`src/design/rpr_pkg.sv`:
```
// rpr_pkg: widths, payload structs, register indexes and constant tables
// for the rotary position rotate block. Depends on nothing.
package rpr_pkg;

    localparam int DATA_W        = 16;
    localparam int POS_W         = 16;
    localparam int IDX_W         = 8;
    localparam int DIM_W         = 10;
    localparam int LB_W          = 22;
    localparam int MAX_DIM       = 512;
    localparam int CORDIC_STAGES = 16;
    localparam int STG_W         = $clog2(CORDIC_STAGES);
    localparam int GUARD         = 32 - DATA_W;
    localparam int CW            = 35;   // CORDIC x/y width
    localparam int ZW            = 33;   // CORDIC angle width
    localparam int NUM_W         = IDX_W + LB_W;
    localparam int DEN_W         = 9;
    localparam int Q_W           = 22;
    localparam int EXP_STAGES    = 16;
    localparam int G_W           = 46;
    localparam int G_LO_W        = 23;
    localparam int PROD_W        = 62;
    localparam int MP_W          = 66;
    localparam int R_W           = 20;

    localparam logic [29:0]        INV_TWO_PI = 30'd683565276;
    localparam logic signed [30:0] GAIN_Q30   = 31'sd652032874;

    // configuration register indexes
    localparam int CFG_IDX_W = 2;
    localparam logic [CFG_IDX_W-1:0] REG_DIM       = 2'd0;
    localparam logic [CFG_IDX_W-1:0] REG_LOG2_BASE = 2'd1;

    typedef struct packed {
        logic                     err;
        logic [POS_W-1:0]         pos;
        logic signed [DATA_W-1:0] x;
        logic signed [DATA_W-1:0] y;
        logic [NUM_W-1:0]         num;
        logic [DEN_W-1:0]         den;
        logic [DEN_W-1:0]         rem;
        logic [Q_W-1:0]           quo;
    } div_t;

    typedef struct packed {
        logic                     err;
        logic [POS_W-1:0]         pos;
        logic signed [DATA_W-1:0] x;
        logic signed [DATA_W-1:0] y;
        logic [5:0]               ei;
        logic [15:0]              ef;
        logic [32:0]              m;
    } exp_t;

    typedef struct packed {
        logic                 err;
        logic signed [CW-1:0] x;
        logic signed [CW-1:0] y;
        logic signed [ZW-1:0] z;
    } cor_t;

    function automatic logic [63:0] isqrt64(logic [63:0] n0);
        logic [63:0] n;
        logic [63:0] r;
        logic [63:0] b;
        n = n0;
        r = 64'd0;
        b = 64'h4000_0000_0000_0000;
        while (b > n) b = b >> 2;
        while (b != 64'd0)
        begin
            if (n >= r + b)
            begin
                n = n - (r + b);
                r = (r >> 1) + b;
            end
            else
            begin
                r = r >> 1;
            end
            b = b >> 2;
        end
        return r;
    endfunction

    // 2^-(2^-k) in Q32 for k = 1..16, by repeated floor square roots
    function automatic logic [EXP_STAGES:1][31:0] build_exp();
        logic [EXP_STAGES:1][31:0] tab;
        logic [63:0] t;
        t = isqrt64(64'h8000_0000_0000_0000);
        tab[1] = t[31:0];
        for (int k = 2; k <= EXP_STAGES; k++)
        begin
            t = isqrt64({t[31:0], 32'd0});
            tab[k] = t[31:0];
        end
        return tab;
    endfunction

    // atan(2^-k) in Q32 turns
    function automatic logic [CORDIC_STAGES-1:0][31:0] build_atan();
        logic [CORDIC_STAGES-1:0][31:0] tab;
        logic [63:0] s;
        logic [63:0] t;
        logic [63:0] w;
        int p;
        for (int k = 0; k < CORDIC_STAGES; k++)
        begin
            if (k == 0)
            begin
                tab[k] = 32'h2000_0000;
            end
            else
            begin
                s = 64'd0;
                for (int n = 0; k * (2 * n + 1) <= 60; n++)
                begin
                    p = k * (2 * n + 1);
                    t = (64'd1 << (60 - p)) / 64'(2 * n + 1);
                    if (n % 2 == 1) s = s - t;
                    else s = s + t;
                end
                w = ((s >> 28) * 64'(INV_TWO_PI)) >> 32;
                tab[k] = w[31:0];
            end
        end
        return tab;
    endfunction

    localparam logic [EXP_STAGES:1][31:0]      EXP_TAB  = build_exp();
    localparam logic [CORDIC_STAGES-1:0][31:0] ATAN_TAB = build_atan();

endpackage

```
`src/design/rpr_exp_cell.sv`:
```
// rpr_exp_cell: one exp2 cell, multiplies by 2^-(2^-k) when bit 16-k of ef is set.
// Depends on rpr_pkg (EXP_TAB).
module rpr_exp_cell
    import rpr_pkg::*;
(
    input  logic       clk,
    input  logic       rst_n,
    input  logic [4:0] k,
    input  logic       in_valid,
    input  exp_t       in_data,
    output logic       up_ready,
    output logic       out_valid,
    output exp_t       out_data,
    input  logic       down_ready
);
    logic        v_reg;
    exp_t        d_reg;
    exp_t        d_next;
    logic [3:0]  bsel;
    logic [64:0] prod;

    assign up_ready  = !v_reg || down_ready;
    assign out_valid = v_reg;
    assign out_data  = d_reg;

    always_comb
    begin
        d_next = in_data;
        bsel   = 4'(5'(EXP_STAGES) - k);
        prod   = 65'(in_data.m) * 65'(EXP_TAB[k[3:0] == 4'd0 ? 5'd16 : k]);
        if (in_data.ef[bsel])
            d_next.m = prod[64:32];
    end

    always_ff @(posedge clk or negedge rst_n)
    begin
        if (!rst_n)
            v_reg <= 1'b0;
        else if (up_ready)
            v_reg <= in_valid;
    end

    always_ff @(posedge clk)
    begin
        if (up_ready && in_valid)
            d_reg <= d_next;
    end
endmodule

```
`config.mk`:
```
export PLATFORM = sky130hd
export DESIGN_NAME = rpr_exp_cell
export DESIGN_NICKNAME = d
export VERILOG_FILES = /design/src/design/rpr_pkg.sv /design/src/design/rpr_exp_cell.sv
export SDC_FILE = /design/constraint.sdc
export NUM_CORES = 2
export LEC_CHECK = 0
export BUFFER_PORTS_ARGS = -buffer_cell sky130_fd_sc_hd__buf_2
export CAP_MARGIN = 20
export CORE_MARGIN = 2
export CORE_UTILIZATION = 50
export CTS_CLUSTER_DIAMETER = 30
export DETAILED_ROUTE_END_ITERATION = 10
export GPL_TIMING_DRIVEN = 0
export PLACE_DENSITY_LB_ADDON = 0.1
export SYNTH_ARGS = -nofsm -noshare
export SYNTH_HDL_FRONTEND = slang
export SYNTH_SLANG_ARGS = --single-unit
```
`constraint.sdc`:
```
create_clock -name clk -period 3.3 [get_ports clk]
set_input_delay 0.33 -clock clk [delete_from_list [all_inputs] [get_ports clk]]
set_output_delay 0.33 -clock clk [all_outputs]
set_load 0.1 [all_outputs]
```
==> flow_summary.toml <==
[synthesis]
synth_compound_gate_area_share = 0.0528
syn-num-nets = 5446
synthCells = 4141
ys_seq_area_frac = 0.0823
synth.distinct_cells = 74
yosys-mux-area-fraction = 0.00563
synth_xor_area_frac = 0.00664
ys.flop_type = "edfxtp_1"
netlist_area_sq_um = 38200
async_reset_ff_frac = 0.00952
syn_area_per_cell_sq_um = 9.24
synthAdderAreaFrac = 0.572
synth_top_family_by_area = "adder cells"
yosys_warnings = 0
ys_ff_latch = 105
synth_edf_count = 104
yosys.area_share.simple = 0.162

[sta]
rsz0062_at_grt = "yes"
finalHoldViolations = 0
skew_ns = 0.00410
period_minus_slack_ns = 8.43
maxSlewViolCount = 0
finalSetupViolCount = 33
tightest_slew_ns = 1.27
fin_ws_ns = -5.13
finalSetupTns_ns = -163.49
relSlewSlack = 0.155
period_share = 2.56
maxClockFrequency_mhz = 119

[floorplanning]
die_height_um = 281
dieArea_sq_um = 78700
pin_count = 219
num_rows = 101
initial_utilization = 0.504
fp.coreArea_sq_um = 75800
dieWidth_um = 281

[drt]
vias = 31265
wl_per_cell_um = 26.9
drt-total-wl_um = 148000
drt_iter0_markers = 3090
viasPerCell = 5.68
route.detailed.drc = 0
drt-pass1-iter-count = 6
ant_nets = 0

[cts]
cts_tree = "built"
cts_buffer_depth = 2
htree_levels = 3
ctsRootBufferMaster = "clkbuf_16"
numCtsBuffers = 9
clock_latency_ns = 0.35
numClockSinks = 105
cts.clk_slew.worst_paths_ns = 0.07

[finish]
areaGrowthSynthToFinish_pct = 17.8
final_common_cell = "inv_1"
fin_area_sq_um = 45100
final_cell_mix = "inv_1, fa_1, nand2_1"
drive_gt1_frac = 0.182
utilization = 0.594
nets = 5822

[critical_path]
crit_type = "in2reg"
worstSetupEndpointType = "flip-flop"
path_max_fanout = 7
worstPathRequired_ns = 3.41
cp.arrival_ns = 8.54
critPathLaunchType = "input port"
rr_startpoint = "out_valid$_DFFE_PN0N_"
crit_start = "k[0]"
slowest_stage = "fa_2"
cpPeakStageDelay_ns = 0.57
cpMostUsedCell = "fa_2"

[placed_design]
placed_area_sq_um = 41300
portBuffers = 218
finalWeightedCongestion = 1.01
post-dp-hpwl_um = 121000

[global_route]
grt_usage = 0.385
antenna_found_initial = 10
grt.overflow.total = 0
grt_pass1_vias = 32268
grt_pass1_wl_um = 214000
grt_max_degree = 61

[run]
maxCapViolCount = 0

[worst_hold_path]
hold_path.class = "in2reg"
hp-start = "in_data[49]"

[status]
status = "finished with violations"
violations = "negative setup slack"
-- cell usage after synthesis, types with 11 or more instances --
| master | instances | area (sq um) |
|---|---|---|
| a21o_1 | 25 | 188 |
| nand4_1 | 21 | 131 |
| and2_1 | 461 | 2880 |
| o21ai_0 | 64 | 320 |
| nor3_1 | 42 | 210 |
| o21bai_1 | 11 | 82.6 |
| a211oi_1 | 11 | 82.6 |
| clkbuf_1 | 211 | 792 |
| nor2_1 | 110 | 413 |
| inv_1 | 965 | 3620 |
| o21ai_1 | 12 | 60.1 |
| fa_1 | 925 | 18500 |
| edfxtp_1 | 104 | 3120 |
| xnor2_1 | 19 | 166 |
| a21oi_1 | 121 | 606 |
| nand3_1 | 22 | 110 |
| ha_1 | 267 | 3340 |
| buf_1 | 11 | 41.3 |
| nand2_1 | 561 | 2110 |
-- logic make-up (layout without fill, tap and decap cells) --
family,Yosys count,count (layout)
adder cells (fa/ha/maj),1192,1192
XOR/XNOR,29,29
other,0,7
buffers and inverters,1207,1588
AO/OA/AOI/OAI,324,324
multiplexers,15,15
AND/OR/NAND/NOR,1269,1269
flip-flops,105,105
-- worst max-delay path: cells and delay by family --
kind,cells,cell delay (ns)
and+or+nand+nor,5,0.68
AOI/OAI and AO/OA,8,2.04
buffers and inverters,9,1.10
adders and majority gates,10,4.37
-- metal layers --
layer | vias to the layer above | part of all wire | track usage
met4 | 6 | 0.085 | 0.258
met2 | 1594 | 0.45 | 0.592
met5 | - | 0.00023 | 0
met1 | 16180 | 0.37 | 0.483
met3 | 450 | 0.095 | 0.0940
li1 | 13035 | - | -
-- layout make-up --
class / instances / area (sq um)
plain buffers: 214 / 1730
multi-input cells: 2829 / 32300
fillers: 6808 / 30800
well taps: 978 / 1220
inverters: 978 / 3680
diodes: 7 / 17.5
flip-flops and latches: 105 / 3150
clock inverters: 6 / 65.1
clock buffers: 10 / 229
repair buffers: 380 / 2630
-- flip-flops by register name, indices dropped and copies added (netlist names) --
register   cells
out_data     104
out_valid      1
-- worst paths after layout --
| check | end | slack [ns] | cells after the start |
|---|---|---|---|
| max | out_data[28]$_DFFE_PP_ | -5.13 | 32 |
| min | out_data[49]$_DFFE_PP_ | 0.15 | 1 |
| max reg2reg | out_data[4]$_DFFE_PP_ | 1.54 | 3 |
| min reg2reg | out_valid$_DFFE_PN0N_ | 0.54 | 2 |
| max in group asynchronous | out_valid$_DFFE_PN0N_ | 2.93 | 2 |
| min in group asynchronous | out_valid$_DFFE_PN0N_ | 0.28 | 2 |
-- timing repair --
| action | 4_1_cts | 5_1_grt |
|---|---|---|
| pin swaps | 140 | 132 |
| hold buffers | 1 | 0 |
| gates cloned | 2 | 2 |
| setup buffers | 106 | 41 |
| gates resized for setup | 403 | 160 |
| endpoints found under the hold margin | 1 | 0 |
| endpoints found under the setup margin | 33 | 33 |
-- stage by stage --
| stage | hold WS (ns) | setup slack [ns] | cells |
|---|---|---|---|
| finish | 0.150 | -5.13 | 5507 |
| global route | 0.127 | -5.25 | 5500 |
| CTS | 0.134 | -4.99 | 5461 |
| detailed placement | 0.108 | -6.93 | 5345 |
| global placement | 0.105 | -6.99 | 5337 |
| floorplan | 0.0344 | -4.48 | 4141 |
Power is left out: the tool's default activity adds up to more than one toggle a clock period on the data nets, which glitch-free logic cannot reach.
