`config.mk`:
```
export PLATFORM = sky130hd
export DESIGN_NAME = rpr_div_cell
export DESIGN_NICKNAME = d
export VERILOG_FILES = /design/src/design/rpr_pkg.sv /design/src/design/rpr_div_cell.sv
export SDC_FILE = /design/constraint.sdc
export NUM_CORES = 1
export LEC_CHECK = 0
export BUFFER_PORTS_ARGS = -buffer_cell sky130_fd_sc_hd__buf_2
export CORE_ASPECT_RATIO = 0.8
export CORE_MARGIN = 2
export CORE_UTILIZATION = 44
export DETAILED_ROUTE_END_ITERATION = 12
export PLACE_DENSITY_LB_ADDON = 0.3
export SETUP_SLACK_MARGIN = 0.4
export SLEW_MARGIN = 20
export SYNTH_ARGS = -nofsm -noshare
export SYNTH_HDL_FRONTEND = slang
export SYNTH_SLANG_ARGS = --single-unit
```
`constraint.sdc`:
```
create_clock -name clk -period 4.7 [get_ports clk]
set_input_delay 0.94 -clock clk [delete_from_list [all_inputs] [get_ports clk]]
set_output_delay 0.94 -clock clk [all_outputs]
set_load 0.02 [all_outputs]
```
`src/design/rpr_pkg.sv`:
```
// rpr_pkg: widths, payload structs, register indexes and constant tables
// for the rotary position rotate block. Depends on nothing.
package rpr_pkg;

    localparam int DATA_W        = 16;
    localparam int POS_W         = 16;
    localparam int IDX_W         = 8;
    localparam int DIM_W         = 10;
    localparam int LB_W          = 22;
    localparam int MAX_DIM       = 512;
    localparam int CORDIC_STAGES = 16;
    localparam int STG_W         = $clog2(CORDIC_STAGES);
    localparam int GUARD         = 32 - DATA_W;
    localparam int CW            = 35;   // CORDIC x/y width
    localparam int ZW            = 33;   // CORDIC angle width
    localparam int NUM_W         = IDX_W + LB_W;
    localparam int DEN_W         = 9;
    localparam int Q_W           = 22;
    localparam int EXP_STAGES    = 16;
    localparam int G_W           = 46;
    localparam int G_LO_W        = 23;
    localparam int PROD_W        = 62;
    localparam int MP_W          = 66;
    localparam int R_W           = 20;

    localparam logic [29:0]        INV_TWO_PI = 30'd683565276;
    localparam logic signed [30:0] GAIN_Q30   = 31'sd652032874;

    // configuration register indexes
    localparam int CFG_IDX_W = 2;
    localparam logic [CFG_IDX_W-1:0] REG_DIM       = 2'd0;
    localparam logic [CFG_IDX_W-1:0] REG_LOG2_BASE = 2'd1;

    typedef struct packed {
        logic                     err;
        logic [POS_W-1:0]         pos;
        logic signed [DATA_W-1:0] x;
        logic signed [DATA_W-1:0] y;
        logic [NUM_W-1:0]         num;
        logic [DEN_W-1:0]         den;
        logic [DEN_W-1:0]         rem;
        logic [Q_W-1:0]           quo;
    } div_t;

    typedef struct packed {
        logic                     err;
        logic [POS_W-1:0]         pos;
        logic signed [DATA_W-1:0] x;
        logic signed [DATA_W-1:0] y;
        logic [5:0]               ei;
        logic [15:0]              ef;
        logic [32:0]              m;
    } exp_t;

    typedef struct packed {
        logic                 err;
        logic signed [CW-1:0] x;
        logic signed [CW-1:0] y;
        logic signed [ZW-1:0] z;
    } cor_t;

    function automatic logic [63:0] isqrt64(logic [63:0] n0);
        logic [63:0] n;
        logic [63:0] r;
        logic [63:0] b;
        n = n0;
        r = 64'd0;
        b = 64'h4000_0000_0000_0000;
        while (b > n) b = b >> 2;
        while (b != 64'd0)
        begin
            if (n >= r + b)
            begin
                n = n - (r + b);
                r = (r >> 1) + b;
            end
            else
            begin
                r = r >> 1;
            end
            b = b >> 2;
        end
        return r;
    endfunction

    // 2^-(2^-k) in Q32 for k = 1..16, by repeated floor square roots
    function automatic logic [EXP_STAGES:1][31:0] build_exp();
        logic [EXP_STAGES:1][31:0] tab;
        logic [63:0] t;
        t = isqrt64(64'h8000_0000_0000_0000);
        tab[1] = t[31:0];
        for (int k = 2; k <= EXP_STAGES; k++)
        begin
            t = isqrt64({t[31:0], 32'd0});
            tab[k] = t[31:0];
        end
        return tab;
    endfunction

    // atan(2^-k) in Q32 turns
    function automatic logic [CORDIC_STAGES-1:0][31:0] build_atan();
        logic [CORDIC_STAGES-1:0][31:0] tab;
        logic [63:0] s;
        logic [63:0] t;
        logic [63:0] w;
        int p;
        for (int k = 0; k < CORDIC_STAGES; k++)
        begin
            if (k == 0)
            begin
                tab[k] = 32'h2000_0000;
            end
            else
            begin
                s = 64'd0;
                for (int n = 0; k * (2 * n + 1) <= 60; n++)
                begin
                    p = k * (2 * n + 1);
                    t = (64'd1 << (60 - p)) / 64'(2 * n + 1);
                    if (n % 2 == 1) s = s - t;
                    else s = s + t;
                end
                w = ((s >> 28) * 64'(INV_TWO_PI)) >> 32;
                tab[k] = w[31:0];
            end
        end
        return tab;
    endfunction

    localparam logic [EXP_STAGES:1][31:0]      EXP_TAB  = build_exp();
    localparam logic [CORDIC_STAGES-1:0][31:0] ATAN_TAB = build_atan();

endpackage

```
`src/design/rpr_div_cell.sv`:
```
// rpr_div_cell: one restoring-division cell, one quotient bit per request.
// Depends on rpr_pkg.
module rpr_div_cell
    import rpr_pkg::*;
(
    input  logic       clk,
    input  logic       rst_n,
    input  logic [4:0] k,
    input  logic       in_valid,
    input  div_t       in_data,
    output logic       up_ready,
    output logic       out_valid,
    output div_t       out_data,
    input  logic       down_ready
);
    logic       v_reg;
    div_t       d_reg;
    div_t       d_next;
    logic [4:0] bpos;
    logic [DEN_W:0] trial;

    assign up_ready  = !v_reg || down_ready;
    assign out_valid = v_reg;
    assign out_data  = d_reg;

    always_comb
    begin
        d_next = in_data;
        bpos   = 5'(Q_W - 1) - k;
        trial  = {in_data.rem, in_data.num[bpos]};
        if (trial >= {1'b0, in_data.den})
        begin
            d_next.rem = DEN_W'(trial - {1'b0, in_data.den});
            d_next.quo = {in_data.quo[Q_W-2:0], 1'b1};
        end
        else
        begin
            d_next.rem = trial[DEN_W-1:0];
            d_next.quo = {in_data.quo[Q_W-2:0], 1'b0};
        end
    end

    always_ff @(posedge clk or negedge rst_n)
    begin
        if (!rst_n)
            v_reg <= 1'b0;
        else if (up_ready)
            v_reg <= in_valid;
    end

    always_ff @(posedge clk)
    begin
        if (up_ready && in_valid)
            d_reg <= d_next;
    end
endmodule

```
==> results.json, run 1 <==
{
  "status": "finished, final reports clean",
  "use_met3": 0.0875,
  "syn_avg_cell_area_um2": 21.4,
  "grt_pass1_vias": 2888,
  "worstSetupStartpointType": "primary input",
  "power.leakage_nw": 2.77,
  "path_cells": "buf_2 -> mux4_2 -> mux4_2 -> mux2i_4 -> ha_1 -> inv_1 -> fa_1 -> a21o_1 -> a21oi_1 -> nor2_1 -> o31ai_2 -> nand2_2 -> mux2_1",
  "rsz0062_at_grt": "no",
  "drv_slew": 0,
  "synth-edff-count": 119,
  "synth.distinct_cells": 30,
  "synth_flop_cell": "edfxtp_1",
  "wirelength_um": 10000,
  "fmax_ghz": 0.243,
  "grt_max_degree": 62,
  "cp_max_fo": 9,
  "crit_top_cell": "mux4_2",
  "num_rows": 32,
  "cts_buffers": 17,
  "place.gp.congestion": 0.789,
  "gr-total-overflow": 0,
  "die-height_um": 93.5,
  "synth_top_area_frac": 0.811,
  "power_density_nw_per_um2": 442,
  "grt_usage": 0.185,
  "num_io_pins": 249,
  "grt.met1_usage": 0.201,
  "netlist_instances": 206,
  "fin_crit_sh": 0.877,
  "io_buffers": 247,
  "synth_most_common_cell": "edfxtp_1",
  "finalSetupViolCount": 0,
  "die_x_um": 116,
  "cp.arrival_ps": 4270,
  "finalClockSkew_ps": 5.73,
  "use_met2": 0.316,
  "cp.required_ps": 4850,
  "busiest_layer": "met2",
  "start_util": 0.455,
  "critPathKind": "primary input to flip-flop",
  "hold_violations": 0,
  "holdCritPathClass": "primary input to asynchronous set/reset pin",
  "viasPerCell": 4.61,
  "numClockSinks": 120,
  "dp.cells": 591,
  "seq_area_frac_synth": 0.817,
  "grt_pass1_wl_um": 14500,
  "routed-via-count": 2877,
  "num_antenna_cells": 0,
  "worst_pin_slew_ps": 793,
  "root_buffer": "clkbuf_16",
  "yosysTopAreaCell": "edfxtp_1",
  "wl_per_cell_um": 16.0,
  "drt_pass1_iterations": 4,
  "design.core.area_um2": 9690,
  "clock_tree.buffer_depth": 2,
  "multiInputGateArea_um2": 767,
  "h-tree-depth": 4,
  "critPathCaptureType": "flip-flop",
  "area_growth_pct": 45.6,
  "async_reset_ff_frac": 0.00833,
  "stdcell_count": 624,
  "synthesis.nets": 345,
  "synth-seq-cells": 120,
  "drv_cap": 0,
  "relSlewSlack": 0.471,
  "detail-route-antenna-nets": 0,
  "period_needed_ps": 4120,
  "drc": 0,
  "synth.area.top_cells": "edfxtp_1 (81%), ha_1 (2.8%), mux4_2 (2.6%)",
  "register_area_um2": 3600,
  "antenna_found_initial": 0,
  "synthTopCellsByCount": "edfxtp_1 (119), ha_1 (10), inv_1 (9)",
  "critical_path.slowest_cell": "mux4_2",
  "initialDrtViolationCount": 115,
  "clkLatencyLatePin_ps": 400,
  "drive_above_1_share": 0.613,
  "finalSetupTns_ps": 0,
  "synth_area_um2": 4410,
  "final_nets": 614,
  "tritoncts": "yes",
  "hold_buffers": 0,
  "peakVddDrop_uv": 396,
  "max_stage_delay_ps": 540,
  "die_area_um2": 10800,
  "ys_warn_count": 0,
  "path_clk_slew_ps": 50,
  "hpwl_um": 7570,
  "fillers": 722
}
[cell type report]
type                    instances  share of cell area
multi-input cells              75               0.120
clock buffers                  18              0.0669
inverters                       9             0.00527
flip-flops and latches        120               0.561
well taps                     136              0.0265
repair buffers                252               0.199
clock inverters                14              0.0219
[where the power goes]
group | internal (mW) | switching (mW) | total (mW) | leakage [nW]
Clock | 0.739 | 0.482 | 1.22 | 0.274
Sequential | 1.26 | 0.0137 | 1.27 | 1.14
Combinational | 0.140 | 0.199 | 0.339 | 1.36
Total | 2.14 | 0.695 | 2.83 | 2.77
[sequential cells by signal, summed over array words and instances (netlist names)]
signal / count
out_valid: 1
out_data: 119
[layer usage]
layer	part of all wire	vias up
li1	-	1363
met1	0.38	1361
met2	0.51	142
met3	0.10	11
met4	0.0099	0
met5	0	-
[what timing repair did]
| item | 4_1_cts | 5_1_grt |
|---|---|---|
| buffers inserted | 0 | 1 |
| gates resized for setup | 0 | 1 |
| endpoints found under the setup margin | 0 | 1 |
[worst max-delay path: cells and delay by family]
| kind | cells | cell delay (ps) |
|---|---|---|
| AND/OR/NAND/NOR | 2 | 300 |
| AO/OA/AOI/OAI | 3 | 600 |
| multiplexers | 4 | 1610 |
| adder cells (fa/ha/maj) | 2 | 580 |
| buffers and inverters | 2 | 240 |
[logic make-up (layout without fill, tap and decap cells)]
kind of cell,Yosys count,in the layout,share of synthesized area
AOI/OAI and AO/OA,13,13,0.0196
xor gates and xnor gates,8,8,0.0159
adders and majority gates,11,11,0.0329
buffers and inverters,11,293,0.0114
DFF,120,120,0.817
muxes,21,21,0.0778
and+or+nand+nor,22,22,0.0256
[layout by cell type (no fill, tap or decap), types with 2 or more instances in the layout]
cell type     n
clkinv_4      5
xor2_1        3
ha_1         10
a21o_1        2
a21oi_1       5
nor2b_1       4
inv_6         4
clkinvlp_4    2
mux4_1        3
nor3_1        2
buf_4         5
mux4_2        5
edfxtp_1    119
nand4_1       2
buf_2       247
clkbuf_16    17
o21ai_0       2
mux2i_1       5
nand2b_1      2
mux2_2        6
xnor2_1       4
inv_1         9
nor2_1        8
[through the flow]
stage	setup WS [ps]	hold WS (ps)	area, um^2	util	power [mW]
2_1_floorplan	431	644	4410	-	1.49
3_3_place_gp	164	513	5830	0.601	1.63
3_5_place_dp	147	519	5830	0.601	1.63
4_1_cts	574	278	6400	0.660	2.86
5_1_grt	408	277	6410	0.662	2.94
6_report	580	297	6410	0.662	2.83
[path summary, 6_finish.rpt]
path,startpoint,to,slack (ps),cells after the start
max,k[0],out_data[23],580,13
min,rst_n,out_valid,300,1
max reg2reg,out_valid,out_data[21],2690,3
min reg2reg,out_valid,out_valid,530,2
max in group asynchronous,rst_n,out_valid,4320,1
min in group clk,out_valid,out_valid,530,2
Power figures use the tool's default switching activity.
==> run 2: changes to the inputs <==
ABC_AREA = 1   (was default)
CORE_UTILIZATION = 45   (was 44)
==> run 2 against run 1 <==
  * Count of clock-buffer cells in the layout fell by 1
  * Worst setup slack improved by 870 ps
  * Clock power barely moved
  * Area after synthesis rose by 5.0%
  * Combinational power rose by 4%
  * Power fell by 0.28%
==> results.json, run 2 <==
{
  "max_stage_delay_ps": 400,
  "setup_ws_ps": 1450,
  "io_buffers": 247,
  "h-tree-depth": 4,
  "finalSetupTns_ps": 0,
  "synth.distinct_cells": 29,
  "netlist_instances": 315,
  "synth_most_common_cell": "edfxtp_1",
  "fmax_ghz": 0.307,
  "tritoncts": "yes",
  "viasPerCell": 4.55,
  "cp_max_fo": 14,
  "critPathCaptureType": "flip-flop",
  "area_growth_pct": 42.0,
  "start_util": 0.457,
  "num_antenna_cells": 0,
  "die_area_um2": 11100,
  "layout_commonest_cell": "buf_2",
  "synth_flop_cell": "edfxtp_1",
  "grt_pass1_wl_um": 16300,
  "numClockSinks": 120,
  "register_area_um2": 3600,
  "pre_cts_slack_ps": 1030,
  "yosysTopAreaCell": "edfxtp_1",
  "die_x_um": 117,
  "critPathKind": "primary input to flip-flop",
  "p_sw_frac": 0.252,
  "place.gp.congestion": 0.798,
  "detail-route-antenna-nets": 0,
  "final_nets": 717,
  "power.leakage_nw": 3.02,
  "ys_warn_count": 0,
  "synth-seq-cells": 120,
  "synthTopCellsByCount": "edfxtp_1 (119), nand2_1 (73), inv_1 (37)",
  "synth-edff-count": 119,
  "rsz0062_at_grt": "no",
  "cp.required_ps": 4840,
  "synthesis.nets": 454,
  "clock_tree.buffer_depth": 2,
  "drt_pass1_iterations": 4,
  "synth_area_um2": 4630,
  "clkPwrFrac": 0.425,
  "multiInputGateArea_um2": 843,
  "hold_buffers": 0,
  "num_io_pins": 249,
  "p_int_mw": 2.11,
  "cts_buffers": 17,
  "clkLatencyLatePin_ps": 400,
  "hold_violations": 0,
  "seq_power_share": 0.451,
  "antenna_found_initial": 1,
  "grt_usage": 0.195,
  "seq_area_frac_synth": 0.778,
  "drv_cap": 0,
  "fillers": 785,
  "synth.area.top_cells": "edfxtp_1 (77%), nand2_1 (5.9%), inv_1 (3.0%)",
  "drive_above_1_share": 0.506,
  "r2r_slack_ps": 2960,
  "critical_path.slowest_cell": "fa_1",
  "power_switching_uw": 713,
  "syn_avg_cell_area_um2": 14.7,
  "cts_resized": 0,
  "grt_pass1_vias": 3192,
  "period_needed_ps": 3250,
  "power_density_nw_per_um2": 430,
  "wl_per_cell_um": 14.9,
  "largest_reg_flops": 119,
  "drv_slew": 0,
  "wirelength_um": 10900,
  "cts_setup_buffers": 0,
  "gr-total-overflow": 0,
  "async_reset_ff_frac": 0.00833,
  "path_cells": "buf_2 -> ha_1 -> inv_1 -> nand2_1 -> nand2_1 -> inv_1 -> nand3_1 -> nand3_1 -> nand3_1 -> nand2_1 -> ha_1 -> inv_1 -> fa_1 -> nand3_1 -> inv_1 -> o21ai_2 -> nand2_2 -> nand2_2 -> nand2_4 -> inv_6 -> o21ai_0",
  "num_rows": 33,
  "peakVddDrop_uv": 368,
  "relSlewSlack": 0.383,
  "worstSetupStartpointType": "primary input",
  "initialDrtViolationCount": 221,
  "root_buffer": "clkbuf_16",
  "comb_power_share": 0.124,
  "final_cell_mix": "buf_2 (247), edfxtp_1 (119), nand2_1 (73)",
  "holdCritPathClass": "primary input to asynchronous set/reset pin",
  "cp.arrival_ps": 3400,
  "status": "finished, final reports clean",
  "routed-via-count": 3323,
  "finalSetupViolCount": 0,
  "worst_pin_slew_ps": 925,
  "path_clk_slew_ps": 60,
  "drc": 0,
  "grt_max_degree": 78,
  "synth_top_area_frac": 0.772,
  "design.core.area_um2": 10100,
  "fin_crit_sh": 0.692,
  "die-height_um": 94.7,
  "finalClockSkew_ps": 7.99,
  "hpwl_um": 8140
}
## run 2: power by group through the flow
stage / registers [mW] / logic, mW / clock network, mW
floorplan: 1.38 / 0.130 / 0
global placement: 1.29 / 0.345 / 0
detailed placement: 1.29 / 0.352 / 0
CTS: 1.27 / 0.354 / 1.22
global route: 1.28 / 0.383 / 1.27
finish: 1.27 / 0.351 / 1.20
## run 2: layer usage
metal  GRT usage  vias up  wire length [um]
met4      0.0753        2               109
met3      0.0779       10               850
met2       0.320      150              5500
met5           0        -                13
li1            -     1621                 -
met1       0.236     1540              4430
## run 2: through the flow
step | power, mW | hold slack [ps] | cells | area (um^2) | util
after floorplan | 1.51 | 644 | 315 | 4640 | -
after global placement | 1.64 | 552 | 699 | 6020 | 0.595
after detailed placement | 1.65 | 600 | 699 | 6020 | 0.595
after CTS | 2.85 | 277 | 731 | 6570 | 0.650
after global routing | 2.93 | 272 | 731 | 6570 | 0.650
final | 2.82 | 296 | 731 | 6570 | 0.650
## run 2: cell families (layout without fill, tap and decap cells)
kind of cell | after synthesis | in the layout | synth area share
flip-flops | 120 | 120 | 0.778
AND/OR/NAND/NOR | 119 | 119 | 0.115
buffers and inverters | 44 | 320 | 0.0425
AO/OA/AOI/OAI | 15 | 15 | 0.0216
adder cells (fa/ha/maj) | 11 | 11 | 0.0314
XOR/XNOR | 6 | 6 | 0.0114
## run 2: cell type report
type	instances	share of cell area
Clock inverter	15	0.0194
Inverter	39	0.0230
Sequential cell	120	0.547
Clock buffer	17	0.0647
Timing Repair Buffer	249	0.190
Tap cell	140	0.0267
Multi-Input combinational cell	151	0.128
## run 2: worst max-delay path: cells and delay by family
kind            cells  cell delay [ps]
simple gates       10              870
buf+inv             6              610
fa+ha+maj           3              740
compound gates      2              230
## run 2: final timing paths
path,from,endpoint,cells after the start
worst max register to register,out_valid,out_data[31],2
max in group asynchronous,rst_n,out_valid,1
worst min register to register,out_valid,out_valid,2
min in group clk,out_valid,out_valid,2
worst max-delay path,k[1],out_data[30],21
worst min-delay path,rst_n,out_valid,1
