==> config.mk <==
export PLATFORM = sky130hd
export DESIGN_NAME = rpr_cordic_cell
export DESIGN_NICKNAME = d
export VERILOG_FILES = /design/src/design/rpr_pkg.sv /design/src/design/rpr_cordic_cell.sv
export SDC_FILE = /design/constraint.sdc
export NUM_CORES = 1
export LEC_CHECK = 0
export BUFFER_PORTS_ARGS = -buffer_cell sky130_fd_sc_hd__buf_2
export CAP_MARGIN = 20
export CORE_UTILIZATION = 60
export CTS_CLUSTER_DIAMETER = 100
export DETAILED_ROUTE_END_ITERATION = 7
export PLACE_DENSITY = 0.83
export SLEW_MARGIN = 20
export SYNTH_ARGS = -nofsm -noshare
export SYNTH_HDL_FRONTEND = slang
export SYNTH_SLANG_ARGS = --single-unit
==> constraint.sdc <==
create_clock -name clk -period 7.35 [get_ports clk]
set_clock_uncertainty 0.2 [all_clocks]
set_input_delay 0.735 -clock clk [delete_from_list [all_inputs] [get_ports clk]]
set_output_delay 0.735 -clock clk [all_outputs]
set_load 0.01 [all_outputs]
==> src/design/rpr_pkg.sv <==
// rpr_pkg: widths, payload structs, register indexes and constant tables
// for the rotary position rotate block. Depends on nothing.
package rpr_pkg;

    localparam int DATA_W        = 16;
    localparam int POS_W         = 16;
    localparam int IDX_W         = 8;
    localparam int DIM_W         = 10;
    localparam int LB_W          = 22;
    localparam int MAX_DIM       = 512;
    localparam int CORDIC_STAGES = 16;
    localparam int STG_W         = $clog2(CORDIC_STAGES);
    localparam int GUARD         = 32 - DATA_W;
    localparam int CW            = 35;   // CORDIC x/y width
    localparam int ZW            = 33;   // CORDIC angle width
    localparam int NUM_W         = IDX_W + LB_W;
    localparam int DEN_W         = 9;
    localparam int Q_W           = 22;
    localparam int EXP_STAGES    = 16;
    localparam int G_W           = 46;
    localparam int G_LO_W        = 23;
    localparam int PROD_W        = 62;
    localparam int MP_W          = 66;
    localparam int R_W           = 20;

    localparam logic [29:0]        INV_TWO_PI = 30'd683565276;
    localparam logic signed [30:0] GAIN_Q30   = 31'sd652032874;

    // configuration register indexes
    localparam int CFG_IDX_W = 2;
    localparam logic [CFG_IDX_W-1:0] REG_DIM       = 2'd0;
    localparam logic [CFG_IDX_W-1:0] REG_LOG2_BASE = 2'd1;

    typedef struct packed {
        logic                     err;
        logic [POS_W-1:0]         pos;
        logic signed [DATA_W-1:0] x;
        logic signed [DATA_W-1:0] y;
        logic [NUM_W-1:0]         num;
        logic [DEN_W-1:0]         den;
        logic [DEN_W-1:0]         rem;
        logic [Q_W-1:0]           quo;
    } div_t;

    typedef struct packed {
        logic                     err;
        logic [POS_W-1:0]         pos;
        logic signed [DATA_W-1:0] x;
        logic signed [DATA_W-1:0] y;
        logic [5:0]               ei;
        logic [15:0]              ef;
        logic [32:0]              m;
    } exp_t;

    typedef struct packed {
        logic                 err;
        logic signed [CW-1:0] x;
        logic signed [CW-1:0] y;
        logic signed [ZW-1:0] z;
    } cor_t;

    function automatic logic [63:0] isqrt64(logic [63:0] n0);
        logic [63:0] n;
        logic [63:0] r;
        logic [63:0] b;
        n = n0;
        r = 64'd0;
        b = 64'h4000_0000_0000_0000;
        while (b > n) b = b >> 2;
        while (b != 64'd0)
        begin
            if (n >= r + b)
            begin
                n = n - (r + b);
                r = (r >> 1) + b;
            end
            else
            begin
                r = r >> 1;
            end
            b = b >> 2;
        end
        return r;
    endfunction

    // 2^-(2^-k) in Q32 for k = 1..16, by repeated floor square roots
    function automatic logic [EXP_STAGES:1][31:0] build_exp();
        logic [EXP_STAGES:1][31:0] tab;
        logic [63:0] t;
        t = isqrt64(64'h8000_0000_0000_0000);
        tab[1] = t[31:0];
        for (int k = 2; k <= EXP_STAGES; k++)
        begin
            t = isqrt64({t[31:0], 32'd0});
            tab[k] = t[31:0];
        end
        return tab;
    endfunction

    // atan(2^-k) in Q32 turns
    function automatic logic [CORDIC_STAGES-1:0][31:0] build_atan();
        logic [CORDIC_STAGES-1:0][31:0] tab;
        logic [63:0] s;
        logic [63:0] t;
        logic [63:0] w;
        int p;
        for (int k = 0; k < CORDIC_STAGES; k++)
        begin
            if (k == 0)
            begin
                tab[k] = 32'h2000_0000;
            end
            else
            begin
                s = 64'd0;
                for (int n = 0; k * (2 * n + 1) <= 60; n++)
                begin
                    p = k * (2 * n + 1);
                    t = (64'd1 << (60 - p)) / 64'(2 * n + 1);
                    if (n % 2 == 1) s = s - t;
                    else s = s + t;
                end
                w = ((s >> 28) * 64'(INV_TWO_PI)) >> 32;
                tab[k] = w[31:0];
            end
        end
        return tab;
    endfunction

    localparam logic [EXP_STAGES:1][31:0]      EXP_TAB  = build_exp();
    localparam logic [CORDIC_STAGES-1:0][31:0] ATAN_TAB = build_atan();

endpackage

==> src/design/rpr_cordic_cell.sv <==
// rpr_cordic_cell: one CORDIC rotation cell with shift k.
// Depends on rpr_pkg (ATAN_TAB).
module rpr_cordic_cell
    import rpr_pkg::*;
(
    input  logic             clk,
    input  logic             rst_n,
    input  logic [STG_W-1:0] k,
    input  logic             in_valid,
    input  cor_t             in_data,
    output logic             up_ready,
    output logic             out_valid,
    output cor_t             out_data,
    input  logic             down_ready
);
    logic                 v_reg;
    cor_t                 d_reg;
    cor_t                 d_next;
    logic signed [CW-1:0] dx;
    logic signed [CW-1:0] dy;
    logic signed [ZW-1:0] at;

    assign up_ready  = !v_reg || down_ready;
    assign out_valid = v_reg;
    assign out_data  = d_reg;

    always_comb
    begin
        d_next = in_data;
        dx = in_data.y >>> k;
        dy = in_data.x >>> k;
        at = $signed({1'b0, ATAN_TAB[k]});
        if (!in_data.z[ZW-1])
        begin
            d_next.x = in_data.x - dx;
            d_next.y = in_data.y + dy;
            d_next.z = in_data.z - at;
        end
        else
        begin
            d_next.x = in_data.x + dx;
            d_next.y = in_data.y - dy;
            d_next.z = in_data.z + at;
        end
    end

    always_ff @(posedge clk or negedge rst_n)
    begin
        if (!rst_n)
            v_reg <= 1'b0;
        else if (up_ready)
            v_reg <= in_valid;
    end

    always_ff @(posedge clk)
    begin
        if (up_ready && in_valid)
            d_reg <= d_next;
    end
endmodule

==> impl_metrics.yaml, run 1 <==
power:
  leakage_nw: 6.85
  p_per_area_mw_per_mm2: 195
  vdd_drop_max_mv: 0.109
clock_network:
  clk_path_buf_depth: 2
  clk_pin_slew_ps: 80
  cts_root_buffer: "clkbuf_16"
  cts_sinks: 105
  numCtsBuffers: 9
  cts_tree: "done"
  htreeDepth: 3
  clock_latency_ps: 370
  cts_resized: 0
routing:
  drc: 0
  routedWlPerCell_um: 20.7
  first_pass_iters: 7
  drt_iter0_drc: 1794
  vias: 14200
  routed_via_density: 6.69
  finalWirelength_um: 44000
  postRouteAntennaNets: 0
run_status:
  status: "finished clean"
die:
  core-area_mm2: 0.0243
  dieArea_mm2: 0.0254
  start_util_pct: 61.2
  row_count: 57
  die_h_um: 160
  io-pin-count: 218
  die_w_um: 160
logic_synthesis:
  synth_ff_type: "edfxtp_1"
  syn_area_per_cell_um2: 9.23
  ys_ff_latch: 105
  synth_edf_count: 104
  synth_cell_types: 93
  yosysWarnings: 0
  yosys.area.top_type: "edfxtp_1"
  synth_fa_ha_area_share_pct: 9.73
  synth.mux.area_fraction_pct: 20.8
  synth-xor-area-share_pct: 10.6
  synth_top_area_share_pct: 21.0
  synth-seq-area-share_pct: 21.1
  synthSimpleGateAreaFrac_pct: 14.2
  synth.area.top_cells: "edfxtp_1 (21%), mux4_2 (12%), ha_1 (9.3%)"
  async_flop_share_pct: 0.952
  netlist_area_mm2: 0.0149
  syn_nets: 1839
  syn_inst: 1613
  synth_compound_area_share_pct: 19.3
  synth_top_family_by_area: "multiplexers"
grt:
  grtUsageTotal_pct: 34.0
  use_met2_pct: 56.1
  grt_pass1_vias: 13500
  top_usage_layer: "met2"
  grt_first_pass_wirelength_um: 69700
  grt_antenna_before_repair: 2
  grt_use_met1_pct: 44.1
  grt_max_degree: 80
  groute.layer.met3.usage_pct: 6.12
  grt-ovfl-total: 0
sta:
  drv_slew: 0
  min_period_ps: 6750
  setup_viol: 0
  worstMarginPinSlew_ps: 853
  finalSetupTns_ps: 0
  fin_crit_sh_pct: 91.8
  rsz0062_at_grt: "no"
  final_hold_viol_count: 0
  maxSlewHeadroom_pct: 43.1
  max_freq_ghz: 0.148
  finalHoldWorstSlack_ps: 334
setup_path:
  crit_fanout: 33
  reg2reg_depth: 3
  end_kind: "register"
  startpoint_type: "primary input"
  cp.required_ps: 7280
  crit_type: "in -> reg"
  cp.arrival_ps: 6670
final_layout:
  areaGrowthSynthToFinish_pct: 11.0
  drive_gt1_share_pct: 23.6
  final_nets: 2019
min_path:
  hold_path_class: "in -> reg"
  holdPathStages: 1
job:
  drv_cap: 0
placed_design:
  routabilityCongestion: 0.979
  hpwl_um: 34000
  port_buffers: 217
## Yosys cell counts, drive strengths merged (4+ instances only)
cell type / count
a2111oi: 5
a211oi: 21
a21boi: 7
a21o: 47
a21oi: 150
a221o: 4
a221oi: 4
a311oi: 6
a31o: 4
a31oi: 33
a41oi: 8
and2: 20
and3: 20
and4: 4
buf: 49
clkbuf: 32
edfxtp: 104
ha: 111
inv: 44
mux2: 48
mux2i: 68
mux4: 83
nand2: 109
nand2b: 19
nand3: 34
nand4: 10
nor2: 136
nor2b: 19
nor3: 30
nor4: 10
o211ai: 8
o21a: 18
o21ai: 82
o21bai: 9
o31a: 5
o31ai: 7
or2: 6
or3: 7
xnor2: 118
xor2: 62
## where the power goes
| group | total [mW] | leakage (nW) | switching, mW | internal [mW] |
|---|---|---|---|---|
| Sequential | 0.877 | 1.00 | 0.0263 | 0.851 |
| Combinational | 1.82 | 5.69 | 1.04 | 0.778 |
| Clock | 0.538 | 0.157 | 0.262 | 0.276 |
| Total | 3.23 | 6.85 | 1.33 | 1.91 |
## state kept, by name, indices dropped and copies added (netlist names)
name	cells
out_data	104
out_valid	1
## layout make-up
cell class | count | area [um2]
Timing Repair Buffer | 250 | 1360
Antenna cell | 2 | 5.00
Clock inverter | 7 | 95.1
Sequential cell | 105 | 3150
Clock buffer | 9 | 225
Inverter | 46 | 173
Multi-Input combinational cell | 1381 | 11100
Tap cell | 324 | 405
Fill cell | 1929 | 7790
## kinds of logic (layout without fill, tap and decap cells)
family                     after synthesis  after routing
DFF                                    105            105
and+or+nand+nor                        437            437
xor gates and xnor gates               180            180
other                                    0              2
AOI/OAI and AO/OA                      451            451
muxes                                  199            199
adders and majority gates              114            114
buffers and inverters                  127            312
## worst paths after layout
kind / startpoint / end / slack (ps)
worst max-delay path: k[0] / out_data[66] / 600
worst min-delay path: in_data[103] / out_data[103] / 330
worst max register to register: out_valid / out_data[64] / 5000
worst min register to register: out_valid / out_valid / 360
max in group asynchronous: rst_n / out_valid / 6400
min in group asynchronous: rst_n / out_valid / 460
## repair_timing
item,in CTS,in global routing
hold endpoints to repair,1,0
buffers inserted,0,0
hold buffers,1,0
setup endpoints to repair,0,0
## routing by layer
layer	share of wire, %	vias to the layer above
li1	-	6528
met1	40	6669
met2	47	856
met3	9.7	155
met4	4.0	0
met5	0	-
## cells in the final DEF, fill, tap and decap left out, types with 34 or more instances in the layout
| cell type | Yosys | routed |
|---|---|---|
| a21oi_1 | 150 | 150 |
| mux2i_1 | 67 | 67 |
| ha_1 | 111 | 111 |
| mux4_2 | 82 | 82 |
| nor2_1 | 135 | 135 |
| inv_1 | 41 | 41 |
| xnor2_1 | 118 | 118 |
| buf_4 | 4 | 34 |
| edfxtp_1 | 104 | 104 |
| nand3_1 | 34 | 34 |
| xor2_1 | 62 | 62 |
| buf_2 | 23 | 213 |
| a21o_1 | 47 | 47 |
| nand2_1 | 109 | 109 |
| o21ai_0 | 78 | 78 |
| mux2_2 | 48 | 48 |
## critical path: stages
cell       delay (ps)
buf_6             330
mux4_1            600
mux2_2            300
or4_4             540
a221o_1           440
o41ai_1           350
xor2_1            160
ha_1              400
nand4_1           180
nor4_1            450
buf_4             190
nand3_1            70
o32a_1            210
a21boi_0          380
a41oi_1           210
a2111oi_0         440
buf_4             180
mux2_2            330
xor2_1            140
## through the flow
step                setup slack, ps  util, %  total power, mW  instances  cell area (um2)
floorplan                       861        -             2.20       1613            14900
global placement                424     66.6             2.62       2105            16200
detailed placement              261     66.6             2.67       2105            16200
CTS                             624     68.0             3.22       2122            16500
global route                    125     68.0             3.42       2124            16500
finish                          601     68.0             3.23       2124            16500
Power figures use the tool's default switching activity.
==> run 2: changes to the inputs <==
HOLD_SLACK_MARGIN = 0.12   (was unset)
RECOVER_POWER = 100   (was unset)
==> impl_metrics.yaml, run 2 (synthesized netlist as in run 1, its figures left out) <==
run_status:
  status: "finished with violations"
  violations: "capacitance limit, slew limit"
routing:
  drc: 0
  routedWlPerCell_um: 20.8
  finalWirelength_um: 44200
  drt_iter0_drc: 1667
  vias: 14300
  first_pass_iters: 7
  routed_via_density: 6.72
  postRouteAntennaNets: 0
final_layout:
  final_cell_mix: "a21oi_1 (150), nor2_1 (136), xnor2_1 (118), ha_1 (111), clkbuf_1 (110)"
  final_common_cell: "a21oi_1"
  drive_gt1_share_pct: 17.0
  largest_register_ffs: 104
  final_nets: 2019
  areaGrowthSynthToFinish_pct: 9.92
  fillers: 1999
setup_path:
  r2r_end: "out_data[64]"
  crit_type: "in -> reg"
  reg2reg_depth: 3
  cp.arrival_ps: 6900
  end_kind: "register"
  slowest_delay_ps: 640
  crit_buf_inv: 2
  cp.depth: 19
  cp-startpoint: "k[0]"
  path_cells: "buf_6 > buf_4 > mux4_2 > mux2_2 > mux2i_1 > nand3_1 > nor3_1 > nor2_1 > xnor2_1 > ha_1 > and3_1 > a221oi_1 > a31oi_1 > a41oi_1 > a41oi_1 > or4_1 > a31oi_1 > o21ai_0 > xnor2_1"
  startpoint_type: "primary input"
  r2r-start: "out_valid"
  reg2reg_setup_slack_ps: 1780
  crit_slowest_cell: "nor3_1"
  cpLargestDelayFamily: "compound AO/OA/AOI/OAI gates"
  cp.required_ps: 7270
  crit_fanout: 33
clock_network:
  numCtsBuffers: 9
  cts_sinks: 105
  cts_root_buffer: "clkbuf_16"
  cts_resized: 0
  htreeDepth: 3
  clock_latency_ps: 370
  clk_path_buf_depth: 2
  cts_tree: "done"
  clk_pin_slew_ps: 80
grt:
  grt_max_degree: 80
  grt_pass1_vias: 13500
  grtUsageTotal_pct: 34.0
  grt_first_pass_wirelength_um: 69700
  grt_antenna_before_repair: 2
  grt-ovfl-total: 0
sta:
  worstMarginPinSlew_ps: 3170
  finalSetupTns_ps: 0
  final_hold_viol_count: 0
  fin_crit_sh_pct: 95.0
  drv_slew: 107
  max_freq_ghz: 0.143
  maxSlewHeadroom_pct: -112
  setup_viol: 0
  rsz0062_at_grt: "no"
  min_period_ps: 6980
die:
  start_util_pct: 61.2
  row_count: 57
  io-pin-count: 218
  core-area_mm2: 0.0243
  dieArea_mm2: 0.0254
  die_h_um: 160
  die_w_um: 160
placed_design:
  hpwl_um: 34000
  port_buffers: 217
  routabilityCongestion: 0.979
min_path:
  holdPathStages: 1
  worstHoldStart: "in_data[103]"
  hold_end: "out_data[103]"
  hold_path_class: "in -> reg"
power:
  finalPower_mw: 3.20
  p_per_area_mw_per_mm2: 196
  leakage_nw: 6.54
  vdd_drop_max_mv: 0.108
job:
  drv_cap: 2
-- run 2: cell type report --
type | count | area (um2) | share of cell area, %
multi-input combinational | 1381 | 11100 | 67.8
sequential | 105 | 3150 | 19.2
timing repair buffer | 250 | 1210 | 7.42
tap | 324 | 405 | 2.48
clock buffer | 9 | 225 | 1.38
inverter | 46 | 173 | 1.06
clock inverter | 7 | 95.1 | 0.581
antenna | 2 | 5.00 | 0.0306
-- run 2: power by group --
| part | internal (mW) | leakage, nW | switching [mW] |
|---|---|---|---|
| registers | 0.854 | 1.00 | 0.0303 |
| clock network | 0.276 | 0.157 | 0.259 |
| logic | 0.744 | 5.38 | 1.04 |
-- run 2: worst max path at each step --
stage                     to  slack (ps)
2_1_floorplan   out_data[30]         860
3_3_place_gp    out_data[66]         420
3_5_place_dp    out_data[66]         260
4_1_cts         out_data[66]         620
5_1_grt        out_data[102]          80
6_report       out_data[102]         370
-- run 2: layer usage --
metal | GRT usage [%] | part of all wire (%) | up-vias
met3 | 6.12 | 9.8 | 157
met4 | 13.9 | 3.9 | 0
met5 | 0 | 0 | -
li1 | - | - | 6525
met2 | 56.1 | 46 | 865
met1 | 44.1 | 40 | 6716
-- run 2: what timing repair did --
item / in CTS / in global routing
hold buffers: 1 / 0
endpoints found under the hold margin: 1 / 0
setup buffers: 0 / 0
-- run 2: through the flow --
step / instances / hold WS, ps / util (%) / worst slack [ps] / cell area (um2)
final: 2124 / 336 / 67.3 / 367 / 16400
after global routing: 2124 / 336 / 67.3 / 82.1 / 16400
after CTS: 2122 / 328 / 68.0 / 624 / 16500
after detailed placement: 2105 / 316 / 66.6 / 261 / 16200
after global placement: 2105 / 305 / 66.6 / 424 / 16200
after floorplan: 1613 / 239 / - / 861 / 14900
==> run 3: changes to the inputs <==
PLACE_DENSITY = unset   (was 0.83)
PLACE_DENSITY_LB_ADDON = 0.3   (was unset)
==> impl_metrics.yaml, run 3 (synthesized netlist as in run 1, its figures left out) <==
run_status:
  status: "finished with violations"
  violations: "capacitance limit, slew limit"
setup_path:
  path_cells: "buf_6 > buf_12 > mux4_2 > mux2_1 > mux2i_1 > nand3_1 > nor3_1 > nor2_1 > xnor2_1 > ha_1 > and3_1 > a221oi_1 > clkbuf_1 > a31oi_1 > a41oi_1 > a41oi_1 > or4_1 > a31oi_1 > o21ai_0 > xnor2_1"
  crit_fanout: 38
  startpoint_type: "primary input"
  crit_slowest_cell: "nor3_1"
  cp.arrival_ps: 6760
  crit_type: "in -> reg"
  end_kind: "register"
  cp.required_ps: 7270
  slowest_delay_ps: 630
clock_network:
  clk_pin_slew_ps: 80
  clk_path_buf_depth: 2
  cts_root_buffer: "clkbuf_16"
  htreeDepth: 3
  hold_buffers: 1
  cts_resized: 0
  cts_tree: "done"
  numCtsBuffers: 9
  clock_latency_ps: 360
  cts_setup_buffers: 0
  cts_sinks: 105
placed_design:
  port_buffers: 217
  preCtsSetupSlack_ps: 393
  hpwl_um: 33000
  routabilityCongestion: 0.961
  placed_cells: 2101
routing:
  vias: 14100
  finalWirelength_um: 43000
  first_pass_iters: 6
  routed_via_density: 6.64
  drt_iter0_drc: 1358
  routedWlPerCell_um: 20.3
  drc: 0
  postRouteAntennaNets: 0
power:
  finalPower_mw: 3.15
  vdd_drop_max_mv: 0.111
  p_per_area_mw_per_mm2: 193
  leakage_nw: 6.49
sta:
  setup_viol: 0
  rsz0062_at_grt: "no"
  min_period_ps: 6840
  maxSlewHeadroom_pct: -113
  max_freq_ghz: 0.146
  fin_crit_sh_pct: 93.1
  final_hold_viol_count: 0
  drv_slew: 107
  finalSetupTns_ps: 0
  worstMarginPinSlew_ps: 3200
  worst_slack_ps: 510
final_layout:
  final_nets: 2015
  instances_no_fill: 2118
  drive_gt1_share_pct: 16.6
  multi_input_area_mm2: 0.0111
  n_antenna_cell: 0
  final-seq-area_mm2: 0.00315
  largest_register_ffs: 104
  areaGrowthSynthToFinish_pct: 9.59
  final_common_cell: "a21oi_1"
  fillers: 2052
  final_cell_mix: "a21oi_1 (150), nor2_1 (135), xnor2_1 (118), clkbuf_1 (115), ha_1 (111)"
die:
  dieArea_mm2: 0.0254
  start_util_pct: 61.2
  die_w_um: 160
  die_h_um: 160
  io-pin-count: 218
  row_count: 57
  core-area_mm2: 0.0243
grt:
  grt_pass1_vias: 13200
  grt_max_degree: 63
  grt-ovfl-total: 0
  grt_antenna_before_repair: 1
  grt_first_pass_wirelength_um: 68000
  grtUsageTotal_pct: 33.2
job:
  drv_cap: 2
min_path:
  hold_path_class: "in -> reg"
==> run 3: per-layer routing <==
metal,up-vias,part of all wire [%],track usage [%]
met5,-,0,0
met4,0,4.4,15.4
met3,152,8.8,5.11
met2,788,47,55.0
met1,6619,40,42.6
li1,6502,-,-
==> run 3: worst paths after layout <==
check / from / to / slack [ps] / depth (start not counted)
worst max-delay path: k[0] / out_data[102] / 510 / 20
worst min register to register: out_valid / out_valid / 380 / 2
max in group asynchronous: rst_n / out_valid / 6390 / 2
min in group asynchronous: rst_n / out_valid / 460 / 2
worst max register to register: out_valid / out_data[65] / 1760 / 3
worst min-delay path: in_data[103] / out_data[103] / 360 / 1
==> run 3: worst max-delay path: cells and delay by family <==
kind / cells / cell delay [ps]
AOI/OAI and AO/OA: 6 / 1690
xor gates and xnor gates: 2 / 400
adders and majority gates: 1 / 350
buffers and inverters: 3 / 830
muxes: 3 / 1180
and+or+nand+nor: 5 / 1510
==> run 3: stage by stage <==
stage | instance area, um2 | util [%] | hold slack (ps)
2_1_floorplan | 14900 | - | 239
3_3_place_gp | 16200 | 66.6 | 305
3_5_place_dp | 16200 | 66.6 | 311
4_1_cts | 16500 | 67.8 | 346
5_1_grt | 16300 | 67.1 | 338
6_report | 16300 | 67.1 | 356
==> run 3: power by group <==
group	total (mW)	switching [mW]	internal [mW]
Clock	0.501	0.263	0.238
Combinational	1.77	1.03	0.742
Sequential	0.884	0.0298	0.854
==> run 3: final cells by class <==
type                            count  share of cell area [%]
Clock buffer                        9                    1.38
Sequential cell                   105                    19.3
Tap cell                          324                    2.48
Timing Repair Buffer              246                    7.32
Clock inverter                      7                   0.399
Inverter                           46                    1.06
Multi-Input combinational cell   1381                    68.1
